$ cat src/sds_pkg.sv
// sds_pkg: shared types and constants for the splat depth sort block.
// No dependencies; compiled first.
package sds_pkg;

    localparam int KEY_W   = 48;
    localparam int COORD_W = 32;
    localparam int CFG_W   = 32;
    localparam int CIDX_W  = 3;
    localparam int OIDX_W  = 12;

    localparam logic [KEY_W-1:0] KEY_MAX = {1'b0, {(KEY_W-1){1'b1}}};
    localparam logic [KEY_W-1:0] KEY_MIN = {1'b1, {(KEY_W-1){1'b0}}};

    localparam logic [CIDX_W-1:0] CFG_VIEW_X   = 3'd0;
    localparam logic [CIDX_W-1:0] CFG_VIEW_Y   = 3'd1;
    localparam logic [CIDX_W-1:0] CFG_VIEW_Z   = 3'd2;
    localparam logic [CIDX_W-1:0] CFG_VIEW_OFS = 3'd3;

    localparam logic [CFG_W-1:0] VIEW_Z_RESET = 32'h0001_0000;

    localparam logic CMD_LOAD = 1'b0;
    localparam logic CMD_READ = 1'b1;

    typedef enum logic [3:0] {
        ST_IDLE,
        ST_MX,
        ST_MY,
        ST_MZ,
        ST_MA,
        ST_ST,
        ST_SINIT,
        ST_SEG,
        ST_MRD,
        ST_MWR,
        ST_RD,
        ST_RO
    } state_t;

    typedef enum logic [1:0] {
        MUL_X,
        MUL_Y,
        MUL_Z
    } mul_sel_t;

    typedef struct packed {
        logic                      command;
        logic signed [COORD_W-1:0] pos_x;
        logic signed [COORD_W-1:0] pos_y;
        logic signed [COORD_W-1:0] pos_z;
        logic                      last_load;
    } in_item_t;

    typedef struct packed {
        logic [OIDX_W-1:0]       item_index;
        logic signed [KEY_W-1:0] depth_key;
        logic                    last_of_order;
        logic                    status;
        logic                    overflow;
    } out_item_t;

    typedef struct packed {
        logic     take_load;
        logic     take_read;
        logic     read_empty;
        mul_sel_t mul_sel;
        logic     acc_init;
        logic     acc_add;
        logic     store;
        logic     sort_init;
        logic     sort_done;
        logic     seg_init;
        logic     merge_wr;
        logic     read_addr;
        logic     read_out;
    } cmd_t;

    typedef struct packed {
        logic out_full;
        logic have_order;
        logic last_pending;
        logic n_le1;
        logic seg_last;
        logic pass_last;
        logic sort_last;
    } stat_t;

endpackage

$ cat src/sds_ctrl.sv
// sds_ctrl: sequencer for key computation, merge sort passes and reads.
// Depends on sds_pkg; drives sds_dpath through cmd_t, watches stat_t.
module sds_ctrl
(
    input  logic           clk,
    input  logic           rst_n,
    input  logic           in_valid,
    input  logic           in_command,
    output logic           in_ready,
    input  sds_pkg::stat_t stat,
    output sds_pkg::cmd_t  cmd
);

    sds_pkg::state_t state_reg;
    sds_pkg::state_t state_next;
    logic            take;

    assign in_ready = (state_reg == sds_pkg::ST_IDLE) && !stat.out_full;
    assign take     = in_valid && in_ready;

    always_ff @(posedge clk or negedge rst_n)
    begin
        if (!rst_n)
        begin
            state_reg <= sds_pkg::ST_IDLE;
        end
        else
        begin
            state_reg <= state_next;
        end
    end

    always_comb
    begin
        state_next = state_reg;
        unique case (state_reg)
            sds_pkg::ST_IDLE:
            begin
                if (take)
                begin
                    if (in_command == sds_pkg::CMD_LOAD)
                        state_next = sds_pkg::ST_MX;
                    else if (stat.have_order)
                        state_next = sds_pkg::ST_RD;
                end
            end
            sds_pkg::ST_MX:    state_next = sds_pkg::ST_MY;
            sds_pkg::ST_MY:    state_next = sds_pkg::ST_MZ;
            sds_pkg::ST_MZ:    state_next = sds_pkg::ST_MA;
            sds_pkg::ST_MA:    state_next = sds_pkg::ST_ST;
            sds_pkg::ST_ST:
                state_next = stat.last_pending ? sds_pkg::ST_SINIT : sds_pkg::ST_IDLE;
            sds_pkg::ST_SINIT:
                state_next = stat.n_le1 ? sds_pkg::ST_IDLE : sds_pkg::ST_SEG;
            sds_pkg::ST_SEG:   state_next = sds_pkg::ST_MRD;
            sds_pkg::ST_MRD:   state_next = sds_pkg::ST_MWR;
            sds_pkg::ST_MWR:
            begin
                if (!stat.seg_last)
                    state_next = sds_pkg::ST_MRD;
                else if (stat.pass_last && stat.sort_last)
                    state_next = sds_pkg::ST_IDLE;
                else
                    state_next = sds_pkg::ST_SEG;
            end
            sds_pkg::ST_RD:    state_next = sds_pkg::ST_RO;
            sds_pkg::ST_RO:    state_next = sds_pkg::ST_IDLE;
            default:           state_next = sds_pkg::ST_IDLE;
        endcase
    end

    always_comb
    begin
        cmd         = '0;
        cmd.mul_sel = sds_pkg::MUL_X;
        unique case (state_reg)
            sds_pkg::ST_IDLE:
            begin
                if (take)
                begin
                    if (in_command == sds_pkg::CMD_LOAD)
                        cmd.take_load = 1'b1;
                    else if (stat.have_order)
                        cmd.take_read = 1'b1;
                    else
                        cmd.read_empty = 1'b1;
                end
            end
            sds_pkg::ST_MX:
            begin
                cmd.mul_sel  = sds_pkg::MUL_X;
                cmd.acc_init = 1'b1;
            end
            sds_pkg::ST_MY:
            begin
                cmd.mul_sel = sds_pkg::MUL_Y;
                cmd.acc_add = 1'b1;
            end
            sds_pkg::ST_MZ:
            begin
                cmd.mul_sel = sds_pkg::MUL_Z;
                cmd.acc_add = 1'b1;
            end
            sds_pkg::ST_MA:    cmd.acc_add = 1'b1;
            sds_pkg::ST_ST:    cmd.store = 1'b1;
            sds_pkg::ST_SINIT:
            begin
                cmd.sort_init = 1'b1;
                cmd.sort_done = stat.n_le1;
            end
            sds_pkg::ST_SEG:   cmd.seg_init = 1'b1;
            sds_pkg::ST_MRD:   cmd.merge_wr = 1'b0;
            sds_pkg::ST_MWR:
            begin
                cmd.merge_wr  = 1'b1;
                cmd.sort_done = stat.seg_last && stat.pass_last && stat.sort_last;
            end
            sds_pkg::ST_RD:    cmd.read_addr = 1'b1;
            sds_pkg::ST_RO:    cmd.read_out = 1'b1;
            default:           cmd.read_out = 1'b0;
        endcase
    end

endmodule

$ cat config.mk
export PLATFORM = sky130hd
export DESIGN_NAME = sds_ctrl
export DESIGN_NICKNAME = d
export VERILOG_FILES = /design/src/sds_pkg.sv /design/src/sds_ctrl.sv
export SDC_FILE = /design/constraint.sdc
export NUM_CORES = 1
export LEC_CHECK = 0
export ABC_CLOCK_PERIOD_IN_PS = 1580
export BUFFER_PORTS_ARGS = -buffer_cell sky130_fd_sc_hd__buf_2
export CORE_MARGIN = 1
export CORE_UTILIZATION = 25
export CTS_BUF_LIST = sky130_fd_sc_hd__clkbuf_4 sky130_fd_sc_hd__clkbuf_8
export DETAILED_ROUTE_END_ITERATION = 10
export PLACE_DENSITY = 0.56
export RECOVER_POWER = 50
export SETUP_SLACK_MARGIN = 0.15
export SLEW_MARGIN = 0
export SYNTH_ARGS = -nofsm -noshare
export SYNTH_HDL_FRONTEND = slang
export SYNTH_SLANG_ARGS = --single-unit
$ cat constraint.sdc
create_clock -name clk -period 1.58 [get_ports clk]
set_input_delay 0.237 -clock clk [delete_from_list [all_inputs] [get_ports clk]]
set_output_delay 0.237 -clock clk [all_outputs]
set_load 0.03 [all_outputs]
==> results of run 1 <==
power by group through the flow:
stage	logic, mW	registers [mW]	clock network [mW]
after floorplan	0.719	0.179	0
after global placement	0.895	0.219	0
after detailed placement	0.895	0.221	0
after CTS	1.16	0.228	0.131
after global routing	1.42	0.238	0.139
final	1.33	0.229	0.127
layout by cell type (no fill, tap or decap), types with 2 or more instances in the layout:
cell,count
clkbuf_4,3
buf_2,10
nand2_1,6
a21oi_1,5
o21ai_0,2
nor2_1,6
dfrtp_2,3
nor3_2,3
and3_2,2
buf_4,13
inv_1,3
a21oi_2,2
or2b_1,2
nand2b_1,3
nor2_4,3
buf_6,16
nor2_2,3
logic make-up (layout without fill, tap and decap cells):
logic type | Yosys count | count (layout) | share of synthesized area (%)
and+or+nand+nor | 38 | 38 | 44.0
AOI/OAI and AO/OA | 15 | 15 | 21.7
buffers and inverters | 8 | 49 | 10.7
DFF | 4 | 4 | 21.4
muxes | 1 | 1 | 2.14
final cells by class:
| class | count | area, um2 | share of cell area, % |
|---|---|---|---|
| Tap cell | 25 | 31.3 | 3.38 |
| Inverter | 4 | 15.0 | 1.62 |
| Clock buffer | 3 | 22.5 | 2.44 |
| Sequential cell | 4 | 104 | 11.2 |
| Timing Repair Buffer | 42 | 347 | 37.5 |
| Multi-Input combinational cell | 54 | 405 | 43.8 |
worst paths after layout:
check | startpoint | end | slack, ns | depth (start not counted)
hold reg to reg | state_reg[3] | state_reg[2] | 0.58 | 1
max in group asynchronous | rst_n | state_reg[3] | 1.04 | 2
setup / recovery | state_reg[1] | cmd[4] | 0.02 | 4
hold / removal | stat[2] | state_reg[0] | 0.33 | 3
min in group asynchronous | rst_n | state_reg[1] | 0.36 | 2
setup reg to reg | state_reg[1] | state_reg[0] | 0.16 | 6
worst max-delay path: stages, from the launching register on:
cell and delay, ns:
dfrtp_2 0.43, and4bb_2 0.33, nand2_1 0.06, o21ai_2 0.12, buf_6 0.14
through the flow:
stage	utilization [%]	instances
2_1_floorplan	-	66
3_3_place_gp	37.9	118
3_5_place_dp	37.9	118
4_1_cts	48.9	130
5_1_grt	53.0	132
6_report	53.0	132
routing by layer:
layer	vias to the layer above	track usage (%)	part of all wire, %
li1	305	-	-
met1	278	16.7	42
met2	17	29.9	56
met3	0	2.40	2.4
met4	0	3.64	0
met5	-	0	0
timing repair:
action                                 in CTS  in global routing
resized for setup                          32                 18
hold buffers                                1                  0
setup endpoints to repair                  15                 18
endpoints found under the hold margin       4                  0
pin swaps                                   9                  3
buffers inserted                            8                  2
==> results.sh, run 1 <==
export IMPL_drtIter0Drc=16
export IMPL_numCtsBuffers=3
export IMPL_initial_utilization_pct=26.7
export IMPL_synth_area_leaders="dfrtp_1 21%, nor2_1 9.7%, a21oi_1 6.4%"
export IMPL_clkPwrFrac_pct=7.5
export IMPL_io_pins=26
export IMPL_peakVddDrop_mv=0.724
export IMPL_first_global_vias=608
export IMPL_hold_violations=0
export IMPL_die_y_um=45.2
export IMPL_final_nets=120
export IMPL_wl_per_cell_um=10.9
export IMPL_ys_flop_type="dfrtp_1"
export IMPL_cp_required_ns=1.34
export IMPL_fillCellCount=163
export IMPL_core_area_um2=1750
export IMPL_syn_area_per_cell_um2=7.07
export IMPL_status="complete, no violations"
export IMPL_rsz0062_at_grt="true"
export IMPL_yosysMostFrequentCell="nor2_1"
export IMPL_drv_cap=0
export IMPL_switchingPower_uw=791
export IMPL_synthTopCellsByCount="12 x nor2_1, 7 x nand2_1, 6 x a21oi_1"
export IMPL_track_usage_pct=15.2
export IMPL_tightest_slew_ns=0.375
export IMPL_grt_max_degree=9
export IMPL_vias_per_cell=4.55
export IMPL_critPathLaunchType="register"
export IMPL_fin_ws_ns=0.0222
export IMPL_skew_ns=0.00118
export IMPL_whs_ns=0.328
export IMPL_max_freq_mhz=642
export IMPL_clock_sinks=4
export IMPL_syn_num_nets=77
export IMPL_synthArstFlopShare_pct=100
export IMPL_place_congestion=0.747
export IMPL_grt_pass1_wl_um=2330
export IMPL_path_class="register to output port"
export IMPL_drive_gt1_share_pct=66.4
export IMPL_ys_warn_count=0
export IMPL_netlist_instances=66
export IMPL_largest_register_ffs=4
export IMPL_p_sw_share_pct=46.8
export IMPL_dr_pass1_iters=4
export IMPL_drv_slew=0
export IMPL_portBuffers=25
export IMPL_end_kind="output port"
export IMPL_diodes=0
export IMPL_overflow=0
export IMPL_fin_area_um2=925
export IMPL_power_density_nw_per_um2=1830
export IMPL_root_buffer="clkbuf_4"
export IMPL_synth_edf_count=0
export IMPL_cts_tree="done"
export IMPL_ys_ff_latch=4
export IMPL_synth_seq_area_share_pct=21.4
export IMPL_placedInstanceArea_um2=662
export IMPL_crit_fanout=5
export IMPL_power_frac_comb_pct=78.9
export IMPL_dr_total_vias=600
export IMPL_setup_violations=0
export IMPL_leakage_nw=0.432
export IMPL_die_area_um2=2040
export IMPL_clkLatencyLatePin_ns=0.23
export IMPL_drtAntennaViolNets=0
export IMPL_rows=15
export IMPL_clock_path_buffers=2
export IMPL_period_share_pct=98.6
export IMPL_slew_limit_headroom_pct=75.0
export IMPL_tns_ns=0
export IMPL_clk_pin_slew_ns=0.04
export IMPL_finalPower_mw=1.69
export IMPL_ys_types=26
export IMPL_p_int_uw=898
export IMPL_post_place_ws_ns=0.144
export IMPL_seq_power_share_pct=13.6
export IMPL_min_path_type="input port to register"
export IMPL_antenna_found_initial=0
export IMPL_netlist_area_um2=467
export IMPL_netlist_area_leader_share_pct=21.4
export IMPL_post_route_min_period_ns=1.56
export IMPL_hpwl_um=944
export IMPL_h_tree_depth=1
export IMPL_arrival_ns=1.32
export IMPL_die_w_um=45.2
export IMPL_synth_largest_area_cell="dfrtp_1"
export IMPL_areaGrowthSynthToFinish_pct=98.1
export IMPL_drt_total_wl_um=1440
export IMPL_remaining_drc_errors=0
(Power assumes the default switching activity.)
==> run 2: changes to the inputs <==
--- a/config.mk
+++ b/config.mk
@@ -13,7 +13,8 @@
 export DETAILED_ROUTE_END_ITERATION = 10
 export PLACE_DENSITY = 0.56
 export RECOVER_POWER = 50
-export SETUP_SLACK_MARGIN = 0.15
+export SETUP_SLACK_MARGIN = 0.3
+export SKIP_LAST_GASP = 1
 export SLEW_MARGIN = 0
 export SYNTH_ARGS = -nofsm -noshare
 export SYNTH_HDL_FRONTEND = slang
==> run 2 against run 1 <==
The run now ends with setup timing left. Sequential power up 7%. Clock power is 7% higher. Clock-buffer cell count unchanged. Largest cell class unchanged. Fmax decreased by 1.6%. Combinational power rose by 9%. Die area unchanged.
==> results.sh, run 2 (synthesis gave the netlist of run 1 again) <==
export IMPL_drtIter0Drc=7
export IMPL_io_pins=26
export IMPL_min_path_type="input port to register"
export IMPL_h_tree_depth=1
export IMPL_cpPeakStageDelay_ns=0.45
export IMPL_end_kind="output port"
export IMPL_core_area_um2=1750
export IMPL_power_density_nw_per_um2=1790
export IMPL_dr_total_vias=629
export IMPL_drv_slew=0
export IMPL_grt_max_degree=12
export IMPL_rows=15
export IMPL_die_area_um2=2040
export IMPL_placedInstanceArea_um2=706
export IMPL_overflow=0
export IMPL_final_nets=123
export IMPL_portBuffers=25
export IMPL_path_class="register to output port"
export IMPL_leakage_nw=0.472
export IMPL_fin_ws_ns=-0.00334
export IMPL_remaining_drc_errors=0
export IMPL_critPathLaunchType="register"
export IMPL_die_w_um=45.2
export IMPL_crit_fanout=5
export IMPL_skew_ns=0.00521
export IMPL_vias_per_cell=4.66
export IMPL_drtAntennaViolNets=0
export IMPL_final_util_pct=58.8
export IMPL_largest_register_ffs=4
export IMPL_rsz0062_at_grt="true"
export IMPL_hold_violations=0
export IMPL_cp_required_ns=1.34
export IMPL_drv_cap=0
export IMPL_tightest_slew_ns=0.276
export IMPL_clock_path_buffers=2
export IMPL_drt_total_wl_um=1620
export IMPL_dr_pass1_iters=4
export IMPL_areaGrowthSynthToFinish_pct=120
export IMPL_wl_per_cell_um=12.0
export IMPL_diodes=0
export IMPL_track_usage_pct=16.1
export IMPL_antenna_found_initial=0
export IMPL_cp_cell_sequence="or2b_4, nor2_4, nand2_1, o21ai_2, buf_6"
export IMPL_cts_tree="done"
export IMPL_post_route_min_period_ns=1.58
export IMPL_period_share_pct=100
export IMPL_max_freq_mhz=632
export IMPL_clk_pin_slew_ns=0.04
export IMPL_die_y_um=45.2
export IMPL_clock_sinks=4
export IMPL_slew_limit_headroom_pct=81.6
export IMPL_root_buffer="clkbuf_4"
export IMPL_hpwl_um=987
export IMPL_fin_area_um2=1030
export IMPL_drive_gt1_share_pct=76.4
export IMPL_first_global_vias=570
export IMPL_most_common_layout_cells="16 x buf_4, 15 x buf_6, 11 x buf_2"
export IMPL_violations="setup timing"
export IMPL_whs_ns=0.283
export IMPL_slowest_stage="dfrtp_2"
export IMPL_setup_violations=2
export IMPL_initial_utilization_pct=26.7
export IMPL_clkLatencyLatePin_ns=0.25
export IMPL_fillCellCount=149
export IMPL_grt_pass1_wl_um=2330
export IMPL_tns_ns=-0.00621
export IMPL_final_common_cell="buf_4"
export IMPL_arrival_ns=1.35
export IMPL_peakVddDrop_mv=0.791
export IMPL_status="finished, violations left"
export IMPL_place_congestion=0.765
export IMPL_numCtsBuffers=3
## run 2: cell count changes in the layout (fill, tap and decap cells not counted), moves of 2 or more
cell / delta
buf_4: +3
nor2_4: +3
a21oi_1: -2
a21oi_2: +2
and3_2: -2
and3_4: +2
nor2_1: -2
## run 2: worst paths after layout
kind	slack, ns	endpoint	depth (start not counted)	start
max	-0.003	cmd[4]	5	state_reg[0]
min	0.28	state_reg[0]	3	stat[2]
max reg2reg	0.14	state_reg[2]	6	state_reg[3]
max in group asynchronous	1.04	state_reg[0]	2	rst_n
min reg2reg	0.77	state_reg[2]	3	state_reg[3]
min in group asynchronous	0.35	state_reg[3]	2	rst_n
## run 2: final cells by class
class | count | area, um2 | area share (%)
Multi-Input combinational cell | 54 | 477 | 46.5
Timing Repair Buffer | 45 | 373 | 36.3
Sequential cell | 4 | 105 | 10.2
Tap cell | 25 | 31.3 | 3.05
Clock buffer | 3 | 22.5 | 2.20
Inverter | 4 | 17.5 | 1.71
## run 2: critical path, delay by kind of cell (launching register included)
family                 cells  cell delay, ns
AND/OR/NAND/NOR            3            0.46
flip-flops                 1            0.45
AO/OA/AOI/OAI              1            0.06
buffers and inverters      1            0.14
## run 2: stage by stage
step / cells / total power [mW] / setup slack [ns]
floorplan: 66 / 0.973 / 0.104
detailed placement: 118 / 1.19 / 0.0671
CTS: 132 / 1.66 / 0.0123
global placement: 118 / 1.19 / 0.114
finish: 135 / 1.84 / -0.00334
global route: 135 / 1.94 / -0.0517
## run 2: routing by layer
metal / share of wire [%] / vias to the layer above / GRT usage (%)
met5: 0 / - / 0
met4: 1.3 / 0 / 9.09
met3: 2.6 / 2 / 1.20
met2: 52 / 17 / 27.0
met1: 44 / 296 / 20.3
li1: - / 314 / -
## run 2: repair_timing
action | CTS | global route
buffers inserted | 10 | 3
pin swaps | 11 | 4
gates resized for setup | 42 | 18
endpoints found under the hold margin | 4 | 0
hold buffers | 1 | 0
gates cloned | 0 | 0
setup endpoints to repair | 16 | 19
## run 2: power breakdown
group          internal (mW)  switching, mW  leakage, nW
logic                  0.705          0.750        0.413
clock network         0.0855         0.0500       0.0138
registers              0.157         0.0882       0.0457
